File: config.mk
export PLATFORM = sky130hd
export DESIGN_NAME = stepper_move_step_counter
export DESIGN_NICKNAME = d
export VERILOG_FILES = /design/src/rtl/core/stm_pkg.sv /design/src/rtl/core/stm_divider.sv /design/src/rtl/core/stepper_move_step_counter.sv
export VERILOG_INCLUDE_DIRS = /design/src /design/src/rtl/core
export SDC_FILE = /design/constraint.sdc
export NUM_CORES = 1
export LEC_CHECK = 0
export BUFFER_PORTS_ARGS = -buffer_cell sky130_fd_sc_hd__buf_2
export CAP_MARGIN = 20
export CELL_PAD_IN_SITES_DETAIL_PLACEMENT = 1
export CELL_PAD_IN_SITES_GLOBAL_PLACEMENT = 1
export CORE_ASPECT_RATIO = 1.2
export CORE_MARGIN = 8
export CORE_UTILIZATION = 54
export CTS_BUF_LIST = sky130_fd_sc_hd__clkbuf_16
export CTS_CLUSTER_DIAMETER = 200
export CTS_CLUSTER_SIZE = 10
export DETAILED_ROUTE_END_ITERATION = 12
export PLACE_DENSITY = 0.92
export SYNTH_ARGS = -nofsm -noshare
export SYNTH_HDL_FRONTEND = slang
export SYNTH_SLANG_ARGS = --single-unit
File: constraint.sdc
create_clock -name clk_i -period 19.1 [get_ports clk_i]
set_clock_uncertainty 0.15 [all_clocks]
set_input_delay 2.865 -clock clk_i [delete_from_list [all_inputs] [get_ports clk_i]]
set_output_delay 2.865 -clock clk_i [all_outputs]
set_load 0.05 [all_outputs]
File: src/rtl/core/assert_macros.svh
// ----------------------------------------------------------------------------
// Assertion macros
// Shared concurrent assertion forms, clocked on clk_i, quiet during reset.
// ----------------------------------------------------------------------------
`ifndef ASSERT_MACROS_SVH
`define ASSERT_MACROS_SVH

// Property must hold at every clock edge outside reset.
`define ASSERT_AT(lbl, prop) \
  lbl: assert property (@(posedge clk_i) disable iff (!rst_ni) (prop)) \
    else $error("%m: property failed");

// Condition must never be seen at a clock edge outside reset.
`define ASSERT_NEVER(lbl, cond) \
  lbl: assert property (@(posedge clk_i) disable iff (!rst_ni) !(cond)) \
    else $error("%m: forbidden condition seen");

`endif

File: src/rtl/core/stm_pkg.sv
// ----------------------------------------------------------------------------
// stm_pkg
// Shared widths, codes and types of the stepper move step counter.
// ----------------------------------------------------------------------------
`default_nettype none

package stm_pkg;

  localparam int unsigned CfgW     = 16;
  localparam int unsigned DistW    = 24;
  localparam int unsigned FreqW    = 24;
  localparam int unsigned PosW     = 16;
  localparam int unsigned DividendW = 32;
  localparam int unsigned DivisorW = 22;   // holds 60 * units_per_rev
  localparam int unsigned StepCntW = 5;    // counts DividendW iterations
  localparam int unsigned CfgAddrW = 3;
  localparam int unsigned SecPerMin = 60;

  typedef enum logic [1:0] {
    ACT_START = 2'd0,
    ACT_STOP  = 2'd1,
    ACT_EVENT = 2'd2
  } action_e;

  typedef enum logic [CfgAddrW-1:0] {
    REG_UNITS_PER_REV = 3'd0,
    REG_STEPS_PER_REV = 3'd1,
    REG_UNITS_PER_MIN = 3'd2,
    REG_DIST_MODE     = 3'd3,
    REG_DIRECTION     = 3'd4,
    REG_HALF_PERIOD   = 3'd5
  } cfg_reg_e;

  typedef enum logic [3:0] {
    ST_IDLE,
    ST_LAUNCH_FREQ,
    ST_WAIT_FREQ,
    ST_LAUNCH_REVS,
    ST_WAIT_REVS,
    ST_LAUNCH_TGT,
    ST_WAIT_TGT,
    ST_APPLY,
    ST_REPLY
  } state_e;

  typedef struct packed {
    logic                 start;
    logic [DividendW-1:0] dividend;
    logic [DivisorW-1:0]  divisor;
  } div_req_t;

  typedef struct packed {
    logic busy;
    logic done;
  } div_sts_t;

endpackage

`default_nettype wire

File: src/rtl/core/stm_divider.sv
// ----------------------------------------------------------------------------
// stm_divider
// Restoring divider, one quotient bit per cycle, shared by all start math.
// ----------------------------------------------------------------------------
`default_nettype none

`include "assert_macros.svh"

module stm_divider
  import stm_pkg::*;
(
  input  wire logic                 clk_i,
  input  wire logic                 rst_ni,
  input  wire div_req_t             req_i,
  output div_sts_t                  sts_o,
  output logic     [DividendW-1:0]  quo_o,
  output logic     [DivisorW-1:0]   rem_o
);

  localparam logic [StepCntW-1:0] LastStep = StepCntW'(DividendW - 1);

  logic                 busy_q, busy_d;
  logic                 done_q, done_d;
  logic [StepCntW-1:0]  cnt_q, cnt_d;
  logic [DividendW-1:0] quo_q, quo_d;
  logic [DivisorW-1:0]  rem_q, rem_d;
  logic [DivisorW-1:0]  dsr_q, dsr_d;
  logic [DivisorW:0]    shifted;
  logic [DivisorW:0]    trial;
  logic                 fits;

  // Bring down the next dividend bit and try a subtract.
  assign shifted = {rem_q, quo_q[DividendW-1]};
  assign fits    = shifted >= {1'b0, dsr_q};
  assign trial   = shifted - {1'b0, dsr_q};

  always_comb begin
    busy_d = busy_q;
    done_d = 1'b0;
    cnt_d  = cnt_q;
    quo_d  = quo_q;
    rem_d  = rem_q;
    dsr_d  = dsr_q;
    if (req_i.start) begin
      busy_d = 1'b1;
      cnt_d  = '0;
      quo_d  = req_i.dividend;
      rem_d  = '0;
      dsr_d  = req_i.divisor;
    end else if (busy_q) begin
      quo_d = {quo_q[DividendW-2:0], fits};
      rem_d = fits ? trial[DivisorW-1:0] : shifted[DivisorW-1:0];
      cnt_d = cnt_q + StepCntW'(1);
      if (cnt_q == LastStep) begin
        busy_d = 1'b0;
        done_d = 1'b1;
      end
    end
  end

  always_ff @(posedge clk_i or negedge rst_ni) begin
    if (!rst_ni) begin
      busy_q <= 1'b0;
      done_q <= 1'b0;
      cnt_q  <= '0;
    end else begin
      busy_q <= busy_d;
      done_q <= done_d;
      cnt_q  <= cnt_d;
    end
  end

  always_ff @(posedge clk_i) begin
    quo_q <= quo_d;
    rem_q <= rem_d;
    dsr_q <= dsr_d;
  end

  assign sts_o = '{busy: busy_q, done: done_q};
  assign quo_o = quo_q;
  assign rem_o = rem_q;

  `ASSERT_NEVER(a_no_restart, req_i.start && busy_q)
  `ASSERT_AT(a_done_after_busy, done_q |-> (!busy_q && $past(busy_q)))

endmodule

`default_nettype wire

File: src/rtl/core/stepper_move_step_counter.sv
// Stop, timer event or unknown action: the result is applied in ST_APPLY and sent
// from ST_REPLY. A start sets the step frequency through the shared 32-step divider;
// a distance start makes three passes (frequency, revolutions, target).
// One item is in flight at a time; the next word is taken once the result is in
// the output register. Reset (rst_ni low, asynchronous) loads the register
// defaults, clears all motion state and sets the step frequency to 1.
// ----------------------------------------------------------------------------
// stepper_move_step_counter
// Stepper move controller: step frequency, distance split and step counting.
// ----------------------------------------------------------------------------
`default_nettype none

`include "assert_macros.svh"

module stepper_move_step_counter
  import stm_pkg::*;
(
  input  wire logic                clk_i,
  input  wire logic                rst_ni,
  // configuration write channel
  input  wire logic                cfg_valid_i,
  output logic                     cfg_ready_o,
  input  wire logic [CfgAddrW-1:0] cfg_addr_i,
  input  wire logic [CfgW-1:0]     cfg_data_i,
  // command channel
  input  wire logic                in_valid_i,
  output logic                     in_ready_o,
  input  wire logic [1:0]          action_i,
  input  wire logic [DistW-1:0]    move_distance_i,
  // result channel
  output logic                     out_valid_o,
  input  wire logic                out_ready_i,
  output logic                     moving_o,
  output logic [FreqW-1:0]         step_freq_o,
  output logic [DistW-1:0]         revs_left_o,
  output logic [PosW-1:0]          step_in_rev_o,
  output logic                     step_counted_o,
  output logic                     move_done_o,
  output logic                     dir_out_o
);

  // --------------------------------------------------------------------------
  // Configuration registers; writes are always taken, unknown indexes drop.
  // --------------------------------------------------------------------------
  logic [CfgW-1:0] upr_q, spr_q, upm_q;
  logic            dmode_q, dir_q, hp_q;
  logic            cfg_we;

  assign cfg_ready_o = 1'b1;
  assign cfg_we      = cfg_valid_i && cfg_ready_o;

  always_ff @(posedge clk_i or negedge rst_ni) begin
    if (!rst_ni) begin
      upr_q   <= CfgW'(1);
      spr_q   <= CfgW'(200);
      upm_q   <= '0;
      dmode_q <= 1'b0;
      dir_q   <= 1'b0;
      hp_q    <= 1'b1;
    end else if (cfg_we) begin
      unique case (cfg_addr_i)
        REG_UNITS_PER_REV: upr_q   <= cfg_data_i;
        REG_STEPS_PER_REV: spr_q   <= cfg_data_i;
        REG_UNITS_PER_MIN: upm_q   <= cfg_data_i;
        REG_DIST_MODE:     dmode_q <= cfg_data_i[0];
        REG_DIRECTION:     dir_q   <= cfg_data_i[0];
        REG_HALF_PERIOD:   hp_q    <= cfg_data_i[0];
        default: ;
      endcase
    end
  end

  // Zero units per revolution divides as one.
  logic [CfgW-1:0]     div_units;
  logic [DivisorW-1:0] div_freq;

  assign div_units = (upr_q == '0) ? CfgW'(1) : upr_q;
  // Fold the per-minute to per-second step into one divisor: x/60/d == x/(60*d).
  assign div_freq  = DivisorW'(div_units) * DivisorW'(SecPerMin);

  // --------------------------------------------------------------------------
  // Sequencer and motion state
  // --------------------------------------------------------------------------
  state_e            state_q, state_d;
  logic [1:0]        action_q;
  logic [DistW-1:0]  dist_q;
  logic [CfgW-1:0]   rem_q;
  logic [DistW-1:0]  rev_q;
  logic [PosW-1:0]   pos_q;
  logic [PosW-1:0]   tgt_q;
  logic              phase_q, run_q, dact_q;
  logic [FreqW-1:0]  freq_q;
  logic              counted_q, done_q;
  logic              out_valid_q;
  logic              in_accept, out_free;

  div_req_t               div_req;
  div_sts_t               div_sts;
  logic [DividendW-1:0]   div_quo;
  logic [DivisorW-1:0]    div_rem;
  logic [CfgW-1:0]        mul_a;
  logic [DividendW-1:0]   mul_p;

  assign in_accept = in_valid_i && in_ready_o;
  assign out_free  = !out_valid_q || out_ready_i;

  // Shared 16x16 multiplier, feeds the divider's operand register directly.
  assign mul_a = (state_q == ST_LAUNCH_TGT) ? rem_q : upm_q;
  assign mul_p = DividendW'(mul_a) * DividendW'(spr_q);

  stm_divider u_div (
    .clk_i  (clk_i),
    .rst_ni (rst_ni),
    .req_i  (div_req),
    .sts_o  (div_sts),
    .quo_o  (div_quo),
    .rem_o  (div_rem)
  );

  // Next state
  always_comb begin
    state_d = state_q;
    unique case (state_q)
      ST_IDLE: begin
        if (in_accept) begin
          state_d = (action_i == ACT_START) ? ST_LAUNCH_FREQ : ST_APPLY;
        end
      end
      ST_LAUNCH_FREQ: state_d = ST_WAIT_FREQ;
      ST_WAIT_FREQ: begin
        if (div_sts.done) begin
          state_d = dmode_q ? ST_LAUNCH_REVS : ST_REPLY;
        end
      end
      ST_LAUNCH_REVS: state_d = ST_WAIT_REVS;
      ST_WAIT_REVS: begin
        if (div_sts.done) begin
          state_d = ST_LAUNCH_TGT;
        end
      end
      ST_LAUNCH_TGT: state_d = ST_WAIT_TGT;
      ST_WAIT_TGT: begin
        if (div_sts.done) begin
          state_d = ST_REPLY;
        end
      end
      ST_APPLY: state_d = ST_REPLY;
      ST_REPLY: begin
        if (out_free) begin
          state_d = ST_IDLE;
        end
      end
      default: state_d = ST_IDLE;
    endcase
  end

  // Sequencer outputs: handshake and divider launches
  always_comb begin
    in_ready_o       = 1'b0;
    div_req.start    = 1'b0;
    div_req.dividend = mul_p;
    div_req.divisor  = div_freq;
    unique case (state_q)
      ST_IDLE:        in_ready_o = 1'b1;
      ST_LAUNCH_FREQ: div_req.start = 1'b1;
      ST_LAUNCH_REVS: begin
        div_req.start    = 1'b1;
        div_req.dividend = DividendW'(dist_q);
        div_req.divisor  = DivisorW'(div_units);
      end
      ST_LAUNCH_TGT: begin
        div_req.start   = 1'b1;
        div_req.divisor = DivisorW'(div_units);
      end
      default: ;
    endcase
  end

  always_ff @(posedge clk_i or negedge rst_ni) begin
    if (!rst_ni) begin
      state_q <= ST_IDLE;
    end else begin
      state_q <= state_d;
    end
  end

  // Hold the command word while it is worked on.
  always_ff @(posedge clk_i) begin
    if (in_accept) begin
      action_q <= action_i;
      dist_q   <= move_distance_i;
    end
  end

  // Timer event step math: advance, wrap once per revolution, check target.
  logic [PosW-1:0]  pos_inc, pos_new;
  logic [DistW-1:0] rev_new;
  logic             wrap, wrap_zero, hit, take;

  assign pos_inc   = pos_q + PosW'(1);
  assign wrap      = (pos_inc == spr_q);
  assign pos_new   = wrap ? '0 : pos_inc;
  assign wrap_zero = wrap && (rev_q == '0);
  assign rev_new   = (wrap && (rev_q != '0)) ? rev_q - DistW'(1) : rev_q;
  assign hit       = wrap_zero || ((rev_new == '0) && (pos_new == tgt_q));
  // Half-period mode counts only every second event.
  assign take      = run_q && dact_q && (!hp_q || phase_q);

  // Saturated, at-least-one frequency from the first quotient.
  logic [FreqW-1:0] freq_new;
  logic [PosW-1:0]  tgt_quo;

  always_comb begin
    if (div_quo[DividendW-1:FreqW] != '0) begin
      freq_new = '1;
    end else if (div_quo[FreqW-1:0] == '0) begin
      freq_new = FreqW'(1);
    end else begin
      freq_new = div_quo[FreqW-1:0];
    end
  end

  assign tgt_quo = div_quo[PosW-1:0];

  always_ff @(posedge clk_i or negedge rst_ni) begin
    if (!rst_ni) begin
      rev_q     <= '0;
      pos_q     <= '0;
      tgt_q     <= '0;
      phase_q   <= 1'b0;
      run_q     <= 1'b0;
      dact_q    <= 1'b0;
      freq_q    <= FreqW'(1);
      counted_q <= 1'b0;
      done_q    <= 1'b0;
      rem_q     <= '0;
    end else begin
      case (state_q)
        ST_LAUNCH_FREQ: begin
          counted_q <= 1'b0;
          done_q    <= 1'b0;
        end
        ST_WAIT_FREQ: begin
          if (div_sts.done) begin
            freq_q <= freq_new;
            if (!dmode_q) begin
              dact_q <= 1'b0;
              run_q  <= 1'b1;
            end
          end
        end
        ST_WAIT_REVS: begin
          if (div_sts.done) begin
            rev_q <= div_quo[DistW-1:0];
            rem_q <= div_rem[CfgW-1:0];
          end
        end
        ST_WAIT_TGT: begin
          if (div_sts.done) begin
            // A zero move still takes one step.
            tgt_q   <= ((rev_q == '0) && (tgt_quo == '0)) ? PosW'(1) : tgt_quo;
            pos_q   <= '0;
            phase_q <= 1'b0;
            dact_q  <= 1'b1;
            run_q   <= 1'b1;
          end
        end
        ST_APPLY: begin
          counted_q <= 1'b0;
          done_q    <= 1'b0;
          if (action_q == ACT_STOP) begin
            run_q <= 1'b0;
          end else if (action_q == ACT_EVENT && run_q && dact_q) begin
            if (hp_q) begin
              phase_q <= !phase_q;
            end
            if (take) begin
              counted_q <= 1'b1;
              pos_q     <= pos_new;
              rev_q     <= rev_new;
              if (hit) begin
                run_q  <= 1'b0;
                done_q <= 1'b1;
              end
            end
          end
        end
        default: ;
      endcase
    end
  end

  // --------------------------------------------------------------------------
  // Output register: load the word once the slot is free.
  // --------------------------------------------------------------------------
  logic load_out;

  assign load_out = (state_q == ST_REPLY) && out_free;

  always_ff @(posedge clk_i or negedge rst_ni) begin
    if (!rst_ni) begin
      out_valid_q <= 1'b0;
    end else if (load_out) begin
      out_valid_q <= 1'b1;
    end else if (out_ready_i) begin
      out_valid_q <= 1'b0;
    end
  end

  always_ff @(posedge clk_i) begin
    if (load_out) begin
      moving_o       <= run_q;
      step_freq_o    <= freq_q;
      revs_left_o    <= rev_q;
      step_in_rev_o  <= pos_q;
      step_counted_o <= counted_q;
      move_done_o    <= done_q;
      dir_out_o      <= dir_q;
    end
  end

  assign out_valid_o = out_valid_q;

  `ASSERT_AT(a_freq_nonzero, freq_q != '0)
  `ASSERT_AT(a_done_stops, (out_valid_o && move_done_o) |-> (!moving_o && step_counted_o))
  `ASSERT_AT(a_accept_leaves_idle, in_accept |=> (state_q != ST_IDLE))
  `ASSERT_NEVER(a_launch_while_busy, div_req.start && div_sts.busy)

endmodule

`default_nettype wire
==> impl_metrics.json, run 1 <==
{
  "die_y_um": 257,
  "seq_area_frac_synth_pct": 34.3,
  "status": "finished, final reports clean",
  "period_minus_slack_ns": 9.55,
  "routed_wl_mm": 87.5,
  "cts-root-buf": "clkbuf_16",
  "path_buf_inv": 7,
  "grt_pass1_wl_mm": 137,
  "start_util_pct": 54.6,
  "crit_slowest_cell": "and2_1",
  "yosys_warnings": 0,
  "register_area_mm2": 0.00900,
  "cp.depth": 27,
  "die_width_um": 217,
  "critPathMaxFanout": 20,
  "critical_path.top_delay_family": "adder cells",
  "reg2reg_from": "state_q[0]$_DFFE_PN0P_",
  "via_count": 21000,
  "filler_cell_count": 5302,
  "cpPeakStageDelay_ns": 0.85,
  "hold_violations": 0,
  "area_delta_synth_final_pct": 8.68,
  "netlist_instances": 2629,
  "hp-class": "reg2reg",
  "start_kind": "register",
  "max_freq_mhz": 105,
  "ctsResizeCount": 0,
  "nets": 3104,
  "drc": 0,
  "synthArstFlopShare_pct": 49.1,
  "setup_viol": 0,
  "post-route-period-util_pct": 50.0,
  "cts_tree": "done",
  "ys.flop_type": "dfrtp_1",
  "ant_nets": 0,
  "top_layer": "met5",
  "multi_input_area_mm2": 0.0156,
  "firstDrtPassIters": 5,
  "grt_max_degree": 100,
  "synth_most_common_cell": "inv_1",
  "final_max_slew_viol_count": 0,
  "crit_required_ns": 19.25,
  "wl_met3_mm": 4.94,
  "place_hpwl_mm": 66.0,
  "maxCapViolCount": 0,
  "crit_path_end": "u_div.quo_o[31]$_DFFE_PP_",
  "antenna_cells": 0,
  "reg2reg_slack_ns": 9.55,
  "netlist.area_leader.share_pct": 17.0,
  "grt_pass1_vias": 23900,
  "core_mm2": 0.0480,
  "slew_headroom_pct": 30.4,
  "worst_pin_slew_ns": 1.04,
  "arrival_ns": 9.70,
  "grt-ovfl-total": 0,
  "cts_buffers": 39,
  "gp_congestion": 0.939,
  "h-tree-depth": 2,
  "ctsLongestPathBuffers": 3,
  "reg2reg_to": "u_div.quo_o[31]$_DFFE_PP_",
  "synth.cell_area_mm2": 0.0262,
  "crit_path_end_kind": "register",
  "rsz0062_at_grt": "no",
  "row_count": 88,
  "routedLengthMet1_mm": 31.5,
  "synth_top_area_cell": "fa_1",
  "dr_wl_met2_mm": 45.2,
  "critPathLaunch": "state_q[0]$_DFFE_PN0P_",
  "fin_setup_tns_ns": 0,
  "antenna_found_initial": 2,
  "cts_sinks": 334,
  "io_pins": 121,
  "synth-edff-count": 148,
  "clkSlewWorstSetupHoldPaths_ns": 0.06,
  "dieArea_mm2": 0.0559,
  "crit_type": "reg2reg",
  "worstSkewPairLatency_ns": 0.57,
  "postCtsSetupRepairBufs": 0,
  "synthTopCellsByArea": "fa_1 17%, edfxtp_1 17%, dfrtp_1 15%, ha_1 7.4%, inv_1 4.4%",
  "wl_per_cell_um": 26.2,
  "synth_cell_types": 92,
  "first_iter_violations": 1582,
  "synth_fp_nets": 3057,
  "r2r_cells": 27,
  "synth_common_cells": "305 x inv_1, 265 x nand2_1, 222 x fa_1, 158 x dfrtp_1, 156 x ha_1",
  "hold_buffers": 0,
  "avgSynthCellArea_um2": 9.97,
  "vias_per_cell": 6.28,
  "layout-drive-gt1-share_pct": 12.1,
  "synth-seq-cells": 334,
  "place.port_buffers": 119,
  "track_usage_pct": 31.3
}
cell usage in the layout (no fill, tap or decap), types with 12 or more instances in the layout:
master,count
o21ai_0,144
and3_1,16
nand2b_1,14
o31ai_1,15
dfrtp_1,158
nand3_1,34
xor2_1,33
mux2i_1,23
o22a_1,27
a211oi_1,12
inv_1,333
and2_1,123
nor2_1,135
buf_2,119
clkbuf_16,39
a31oi_1,25
a21oi_1,119
fa_1,222
o21a_1,14
or3_1,13
edfxtp_1,148
or4_1,12
mux2_2,86
a21o_1,27
o22ai_1,12
nor2b_1,16
nor4_1,31
nand4_1,19
buf_4,24
xnor2_1,47
nand2_1,265
dfxtp_1,22
ha_1,156
nor3_1,49
cells by family after synthesis:
logic type	Yosys count	share of synthesized area (%)
simple gates	784	15.0
flops	334	34.3
xor+xnor	84	3.02
mux	109	4.57
other cells	1	0.0143
buf+inv	447	6.55
fa+ha+maj	378	24.4
compound gates	492	12.1
layout make-up:
class                           instances  area share (%)
Clock buffer                           39            3.43
Clock inverter                         32           0.593
Timing Repair Buffer                  146            2.91
Multi-Input combinational cell       1848            54.7
Tap cell                              630            2.77
Inverter                              307            4.05
Sequential cell                       334            31.6
worst min-delay path by stage:
stage | from | depth (start not counted) | endpoint | slack (ns)
finish | freq_q[23]$_DFFE_PN0P_ | 0 | step_freq_o[23]$_DFFE_PP_ | 0.29
global route | freq_q[18]$_DFFE_PN0P_ | 0 | step_freq_o[18]$_DFFE_PP_ | 0.31
CTS | freq_q[23]$_DFFE_PN0P_ | 0 | step_freq_o[23]$_DFFE_PP_ | 0.30
detailed placement | freq_q[23]$_DFFE_PN0P_ | 0 | step_freq_o[23]$_DFFE_PP_ | 0.29
global placement | dir_q$_DFFE_PN0P_ | 0 | dir_out_o$_DFFE_PP_ | 0.28
floorplan | dir_q$_DFFE_PN0P_ | 0 | dir_out_o$_DFFE_PP_ | 0.27
registers in the layout, summed over array words and instances (netlist names), 2 cells and up:
name,cells
u_div.rem_o,22
u_div.cnt_q,5
u_div.quo_o,32
dist_q,24
step_in_rev_o,16
step_freq_o,24
action_q,2
rem_q,16
freq_q,24
pos_q,16
revs_left_o,24
upm_q,16
u_div.dsr_q,22
tgt_q,16
spr_q,16
state_q,4
upr_q,16
rev_q,24
per-layer routing:
metal | up-vias | global-route usage, %
li1 | 9060 | -
met1 | 10800 | 35.0
met2 | 799 | 55.0
met3 | 320 | 4.99
met4 | 2 | 19.4
met5 | - | 0
metrics by stage:
step	util (%)	hold slack (ns)	cell area (um^2)	cells	setup slack, ns
finish	59.3	0.293	28500	3336	9.55
global placement	56.8	0.282	27300	3262	10.27
floorplan	-	0.269	26200	2629	10.88
detailed placement	56.8	0.288	27300	3263	9.72
CTS	59.2	0.298	28400	3334	9.53
global route	59.3	0.315	28500	3336	9.20
Power of run 1 is not shown: default switching activity piles up to over one toggle a cycle in this logic, so the estimate is an artifact.
==> run 2: changes to the inputs <==
Settings changed: CORE_UTILIZATION 54 to 45, PLACE_DENSITY 0.92 to 0.82.
Clock period 19.1 ns to 7.7 ns, I/O delays scaled along.
==> run 2 against run 1 <==
The flow now finishes with violations (setup timing). Hold slack better by 0.0026 ns. Final area is 3.2% higher. Core utilization is 8.7 points lower.
==> impl_metrics.json, run 2 (synthesis results as in run 1) <==
{
  "violations": "setup timing",
  "setup_ws_ns": -0.195,
  "io_pins": 121,
  "slew_headroom_pct": 18.3,
  "grt-ovfl-total": 0,
  "largest_reg_flops": 32,
  "cts_sinks": 334,
  "max_freq_mhz": 127,
  "start_kind": "register",
  "vias_per_cell": 5.95,
  "crit_path_end_kind": "register",
  "drc": 0,
  "worstSkewPairLatency_ns": 0.58,
  "firstDrtPassIters": 5,
  "cts-root-buf": "clkbuf_16",
  "die_width_um": 236,
  "place.port_buffers": 119,
  "reg2reg_from": "state_q[3]$_DFFE_PN0P_",
  "ctsLongestPathBuffers": 3,
  "hold_depth": 0,
  "cts_buffers": 39,
  "cts_tree": "done",
  "gp_congestion": 0.943,
  "place_ws_ns": -0.157,
  "ant_nets": 0,
  "reg2reg_slack_ns": -0.20,
  "antenna_cells": 0,
  "status": "finished, violations left",
  "arrival_ns": 8.07,
  "r2r_cells": 26,
  "period_minus_slack_ns": 7.90,
  "first_iter_violations": 1207,
  "critPathLaunch": "state_q[3]$_DFFE_PN0P_",
  "routed_wl_mm": 85.2,
  "clkSlewWorstSetupHoldPaths_ns": 0.07,
  "hp-class": "reg2reg",
  "area_delta_synth_final_pct": 12.2,
  "via_count": 20900,
  "grt_pass1_wl_mm": 130,
  "nets": 3175,
  "crit_required_ns": 7.88,
  "grt_pass1_vias": 23100,
  "maxCapViolCount": 0,
  "reg2reg_to": "u_div.quo_o[31]$_DFFE_PP_",
  "row_count": 97,
  "crit_type": "reg2reg",
  "antenna_found_initial": 0,
  "core_mm2": 0.0580,
  "h-tree-depth": 2,
  "die_y_um": 280,
  "critPathMaxFanout": 5,
  "hold_violations": 0,
  "place_hpwl_mm": 63.7,
  "grt_max_degree": 100,
  "track_usage_pct": 24.8,
  "fin_setup_tns_ns": -0.348,
  "final_max_slew_viol_count": 0,
  "layout-drive-gt1-share_pct": 15.4,
  "mostFrequentLayoutCell": "inv_1",
  "setup_viol": 3,
  "wl_per_cell_um": 24.2,
  "layout_common_cells": "332 x inv_1, 263 x nand2_1, 219 x fa_1",
  "dieArea_mm2": 0.0662,
  "start_util_pct": 45.2,
  "worst_pin_slew_ns": 1.22,
  "crit_path_end": "u_div.quo_o[31]$_DFFE_PP_",
  "post-route-period-util_pct": 103,
  "hold_buffers": 0
}
[run 2: area by class of cell]
type                       instances  area, um^2
timing repair buffer             217        1390
multi-input combinational       1848       15800
fill                            6424       28600
clock buffer                      39         976
tap                              742         928
inverter                         307        1150
sequential                       334        9000
clock inverter                    31         143
[run 2: worst min-delay path by stage]
stage,startpoint,endpoint,slack [ns]
floorplan,dir_q$_DFFE_PN0P_,dir_out_o$_DFFE_PP_,0.27
global placement,dir_q$_DFFE_PN0P_,dir_out_o$_DFFE_PP_,0.28
detailed placement,freq_q[19]$_DFFE_PN0P_,step_freq_o[19]$_DFFE_PP_,0.29
finish,freq_q[19]$_DFFE_PN0P_,step_freq_o[19]$_DFFE_PP_,0.30
global route,dir_q$_DFFE_PN0P_,dir_out_o$_DFFE_PP_,0.31
CTS,freq_q[19]$_DFFE_PN0P_,step_freq_o[19]$_DFFE_PP_,0.30
[run 2: repair_timing]
item / 4_1_cts / 5_1_grt
gates resized for setup: 15 / 37
endpoints found under the setup margin: 4 / 13
cloned: 0 / 2
pin swaps: 4 / 34
setup buffers: 1 / 18
[run 2: per-layer routing]
layer / global-route usage, % / vias up / wire length (um)
met4: 12.8 / 0 / 4990
met3: 3.60 / 278 / 4580
met5: 0 / - / 0
met1: 28.8 / 10700 / 32500
li1: - / 9204 / -
met2: 44.2 / 744 / 43100
[run 2: per-stage QoR]
step           utilization (%)  hold slack, ns  std cells  area [um^2]
6_report                  50.7           0.296       3518        29400
5_1_grt                   50.7           0.307       3518        29400
2_1_floorplan                -           0.269       2629        26200
4_1_cts                   50.1           0.298       3498        29000
3_5_place_dp              48.0           0.287       3427        27800
3_3_place_gp              48.0           0.283       3427        27800
[run 2: worst max-delay path, stage by stage, from the launching register on]
cell,delay (ns)
dfrtp_1,0.41
nor3_4,0.22
and2_4,0.25
buf_12,0.16
mux2_2,0.38
and2_1,0.19
fa_1,0.55
inv_1,0.07
fa_1,0.48
fa_1,0.54
inv_1,0.08
fa_1,0.50
fa_1,0.51
inv_1,0.14
fa_1,0.62
inv_1,0.09
ha_4,0.27
inv_1,0.08
nor4_4,0.38
inv_1,0.13
or4_4,0.52
a41oi_4,0.27
o31ai_4,0.13
a21oi_2,0.17
a21oi_1,0.10
xnor2_1,0.18
o21ai_1,0.08
Power of run 2 is left out for the same reason.
==> run 3: changes to the inputs <==
Settings changed: CORE_MARGIN 8 to unset.
==> run 3 against run 2 <==
The run still ends with setup timing left. Critical path depth rose by 2. Wire length shrank 2.3%. Fmax is 2.5% higher. Sequential cell count unchanged. Hold slack gained 0.0020 ns. Global-route usage grew 3.6 points. Critical path type unchanged. Critical endpoint unchanged. Highest routed layer unchanged.
==> impl_metrics.json, run 3 (synthesis results as in run 1) <==
{
  "status": "finished, violations left",
  "violations": "setup timing",
  "place.port_buffers": 119,
  "largest_reg_flops": 32,
  "cp.depth": 28,
  "start_util_pct": 45.6,
  "grt_pass1_vias": 22900,
  "filler_cell_count": 6363,
  "gp_congestion": 0.974,
  "arrival_ns": 7.84,
  "hold_path_startpoint": "dir_q$_DFFE_PN0P_",
  "max_freq_mhz": 130,
  "h-tree-depth": 2,
  "start_kind": "register",
  "drc": 0,
  "antenna_found_initial": 2,
  "crit_required_ns": 7.84,
  "worstSkewPairLatency_ns": 0.57,
  "firstDrtPassIters": 5,
  "cpPeakStageDelay_ns": 0.56,
  "ctsLongestPathBuffers": 3,
  "first_iter_violations": 1305,
  "place_ws_ns": -0.177,
  "layout_common_cells": "333 x inv_1, 264 x nand2_1, 219 x fa_1",
  "mostFrequentLayoutCell": "inv_1",
  "row_count": 96,
  "area_delta_synth_final_pct": 11.9,
  "cts_tree": "done",
  "dp_cells": 3417,
  "track_usage_pct": 28.4,
  "setup_viol": 1,
  "whs_ns": 0.298,
  "critical_path.top_delay_family": "adder cells",
  "layout-drive-gt1-share_pct": 15.1,
  "dieArea_mm2": 0.0592,
  "path_buf_inv": 8,
  "hold_violations": 0,
  "stdcell_count": 3503,
  "crit_path_end_kind": "register",
  "nets": 3167,
  "reg2reg_from": "state_q[0]$_DFFE_PN0P_",
  "hold_buffers": 0,
  "critPathMaxFanout": 8,
  "final_max_slew_viol_count": 0,
  "critPathLaunch": "state_q[0]$_DFFE_PN0P_",
  "worst_pin_slew_ns": 1.06,
  "grt_pass1_wl_mm": 130,
  "reg2reg_slack_ns": -0.003,
  "rsz0062_at_grt": "yes",
  "place_hpwl_mm": 63.0,
  "clkSlewWorstSetupHoldPaths_ns": 0.06,
  "slew_headroom_pct": 29.3,
  "cts_sinks": 334,
  "routed_wl_mm": 83.2,
  "grt-ovfl-total": 0,
  "die_y_um": 266,
  "crit_type": "reg2reg",
  "post-route-period-util_pct": 100,
  "wl_per_cell_um": 23.8,
  "core_mm2": 0.0574,
  "cts_buffers": 39,
  "crit_slowest_cell": "fa_1",
  "via_count": 20700,
  "hp-class": "reg2reg",
  "period_minus_slack_ns": 7.70,
  "antenna_cells": 0,
  "maxCapViolCount": 0,
  "r2r_cells": 28,
  "die_width_um": 222,
  "setup_ws_ns": -0.00294,
  "grt_max_degree": 102,
  "vias_per_cell": 5.91,
  "ant_nets": 0,
  "hold_depth": 0,
  "io_pins": 121,
  "cts-root-buf": "clkbuf_16"
}
-- run 3: cell types whose count changed in the layout (fill, tap and decap cells not counted), moves of 2 or more --
cell,change
buf_4,-11
a21oi_2,-3
o21ai_1,+2
o31ai_1,-2
clkbuf_16,-2
a21oi_1,+3
-- run 3: worst paths after layout --
| kind | to |
|---|---|
| max in group asynchronous | upm_q[3]$_DFFE_PN0P_ |
| setup / recovery | u_div.quo_o[31]$_DFFE_PP_ |
| min in group asynchronous | rev_q[22]$_DFFE_PN0P_ |
| hold reg to reg | dir_out_o$_DFFE_PP_ |
| hold / removal | dir_out_o$_DFFE_PP_ |
| setup reg to reg | u_div.quo_o[31]$_DFFE_PP_ |
-- run 3: repair_timing --
action / CTS / global route
buffers inserted: 3 / 10
endpoints found under the setup margin: 6 / 16
pin swaps: 9 / 18
cloned: 1 / 2
gates resized for setup: 22 / 31
-- run 3: cell type report --
type	count	area [um^2]	area share [%]
inverter	307	1150	3.93
clock buffer	39	976	3.33
tap	735	920	3.14
timing repair buffer	207	1290	4.40
multi-input combinational	1850	15800	54.0
sequential	334	9000	30.7
clock inverter	31	143	0.486
-- run 3: worst register-to-register path: cells and delay by family, from the launching register on --
| kind | cells | cell delay (ns) |
|---|---|---|
| buffers and inverters | 8 | 0.75 |
| xor gates and xnor gates | 1 | 0.14 |
| and+or+nand+nor | 6 | 1.49 |
| adders and majority gates | 7 | 3.42 |
| AOI/OAI and AO/OA | 5 | 0.75 |
| DFF | 1 | 0.37 |
| muxes | 1 | 0.37 |
-- run 3: metrics by stage --
stage	setup TNS, ns	cell area (um^2)	util (%)
after floorplan	0	26200	-
after global placement	0	27800	48.4
after detailed placement	-0.283	27800	48.4
after CTS	0	29100	50.7
after global routing	-0.719	29300	51.1
final	-0.00294	29300	51.1
-- run 3: per-layer routing --
metal / part of all wire, % / wire, um / up-vias / GRT usage [%]
met5: 0 / 0 / - / 0
met4: 5.1 / 4260 / 0 / 13.2
met1: 39 / 32300 / 10600 / 33.5
li1: - / - / 9214 / -
met3: 5.0 / 4140 / 222 / 3.48
met2: 51 / 42500 / 656 / 51.2
Power of run 3 is left out for the same reason.
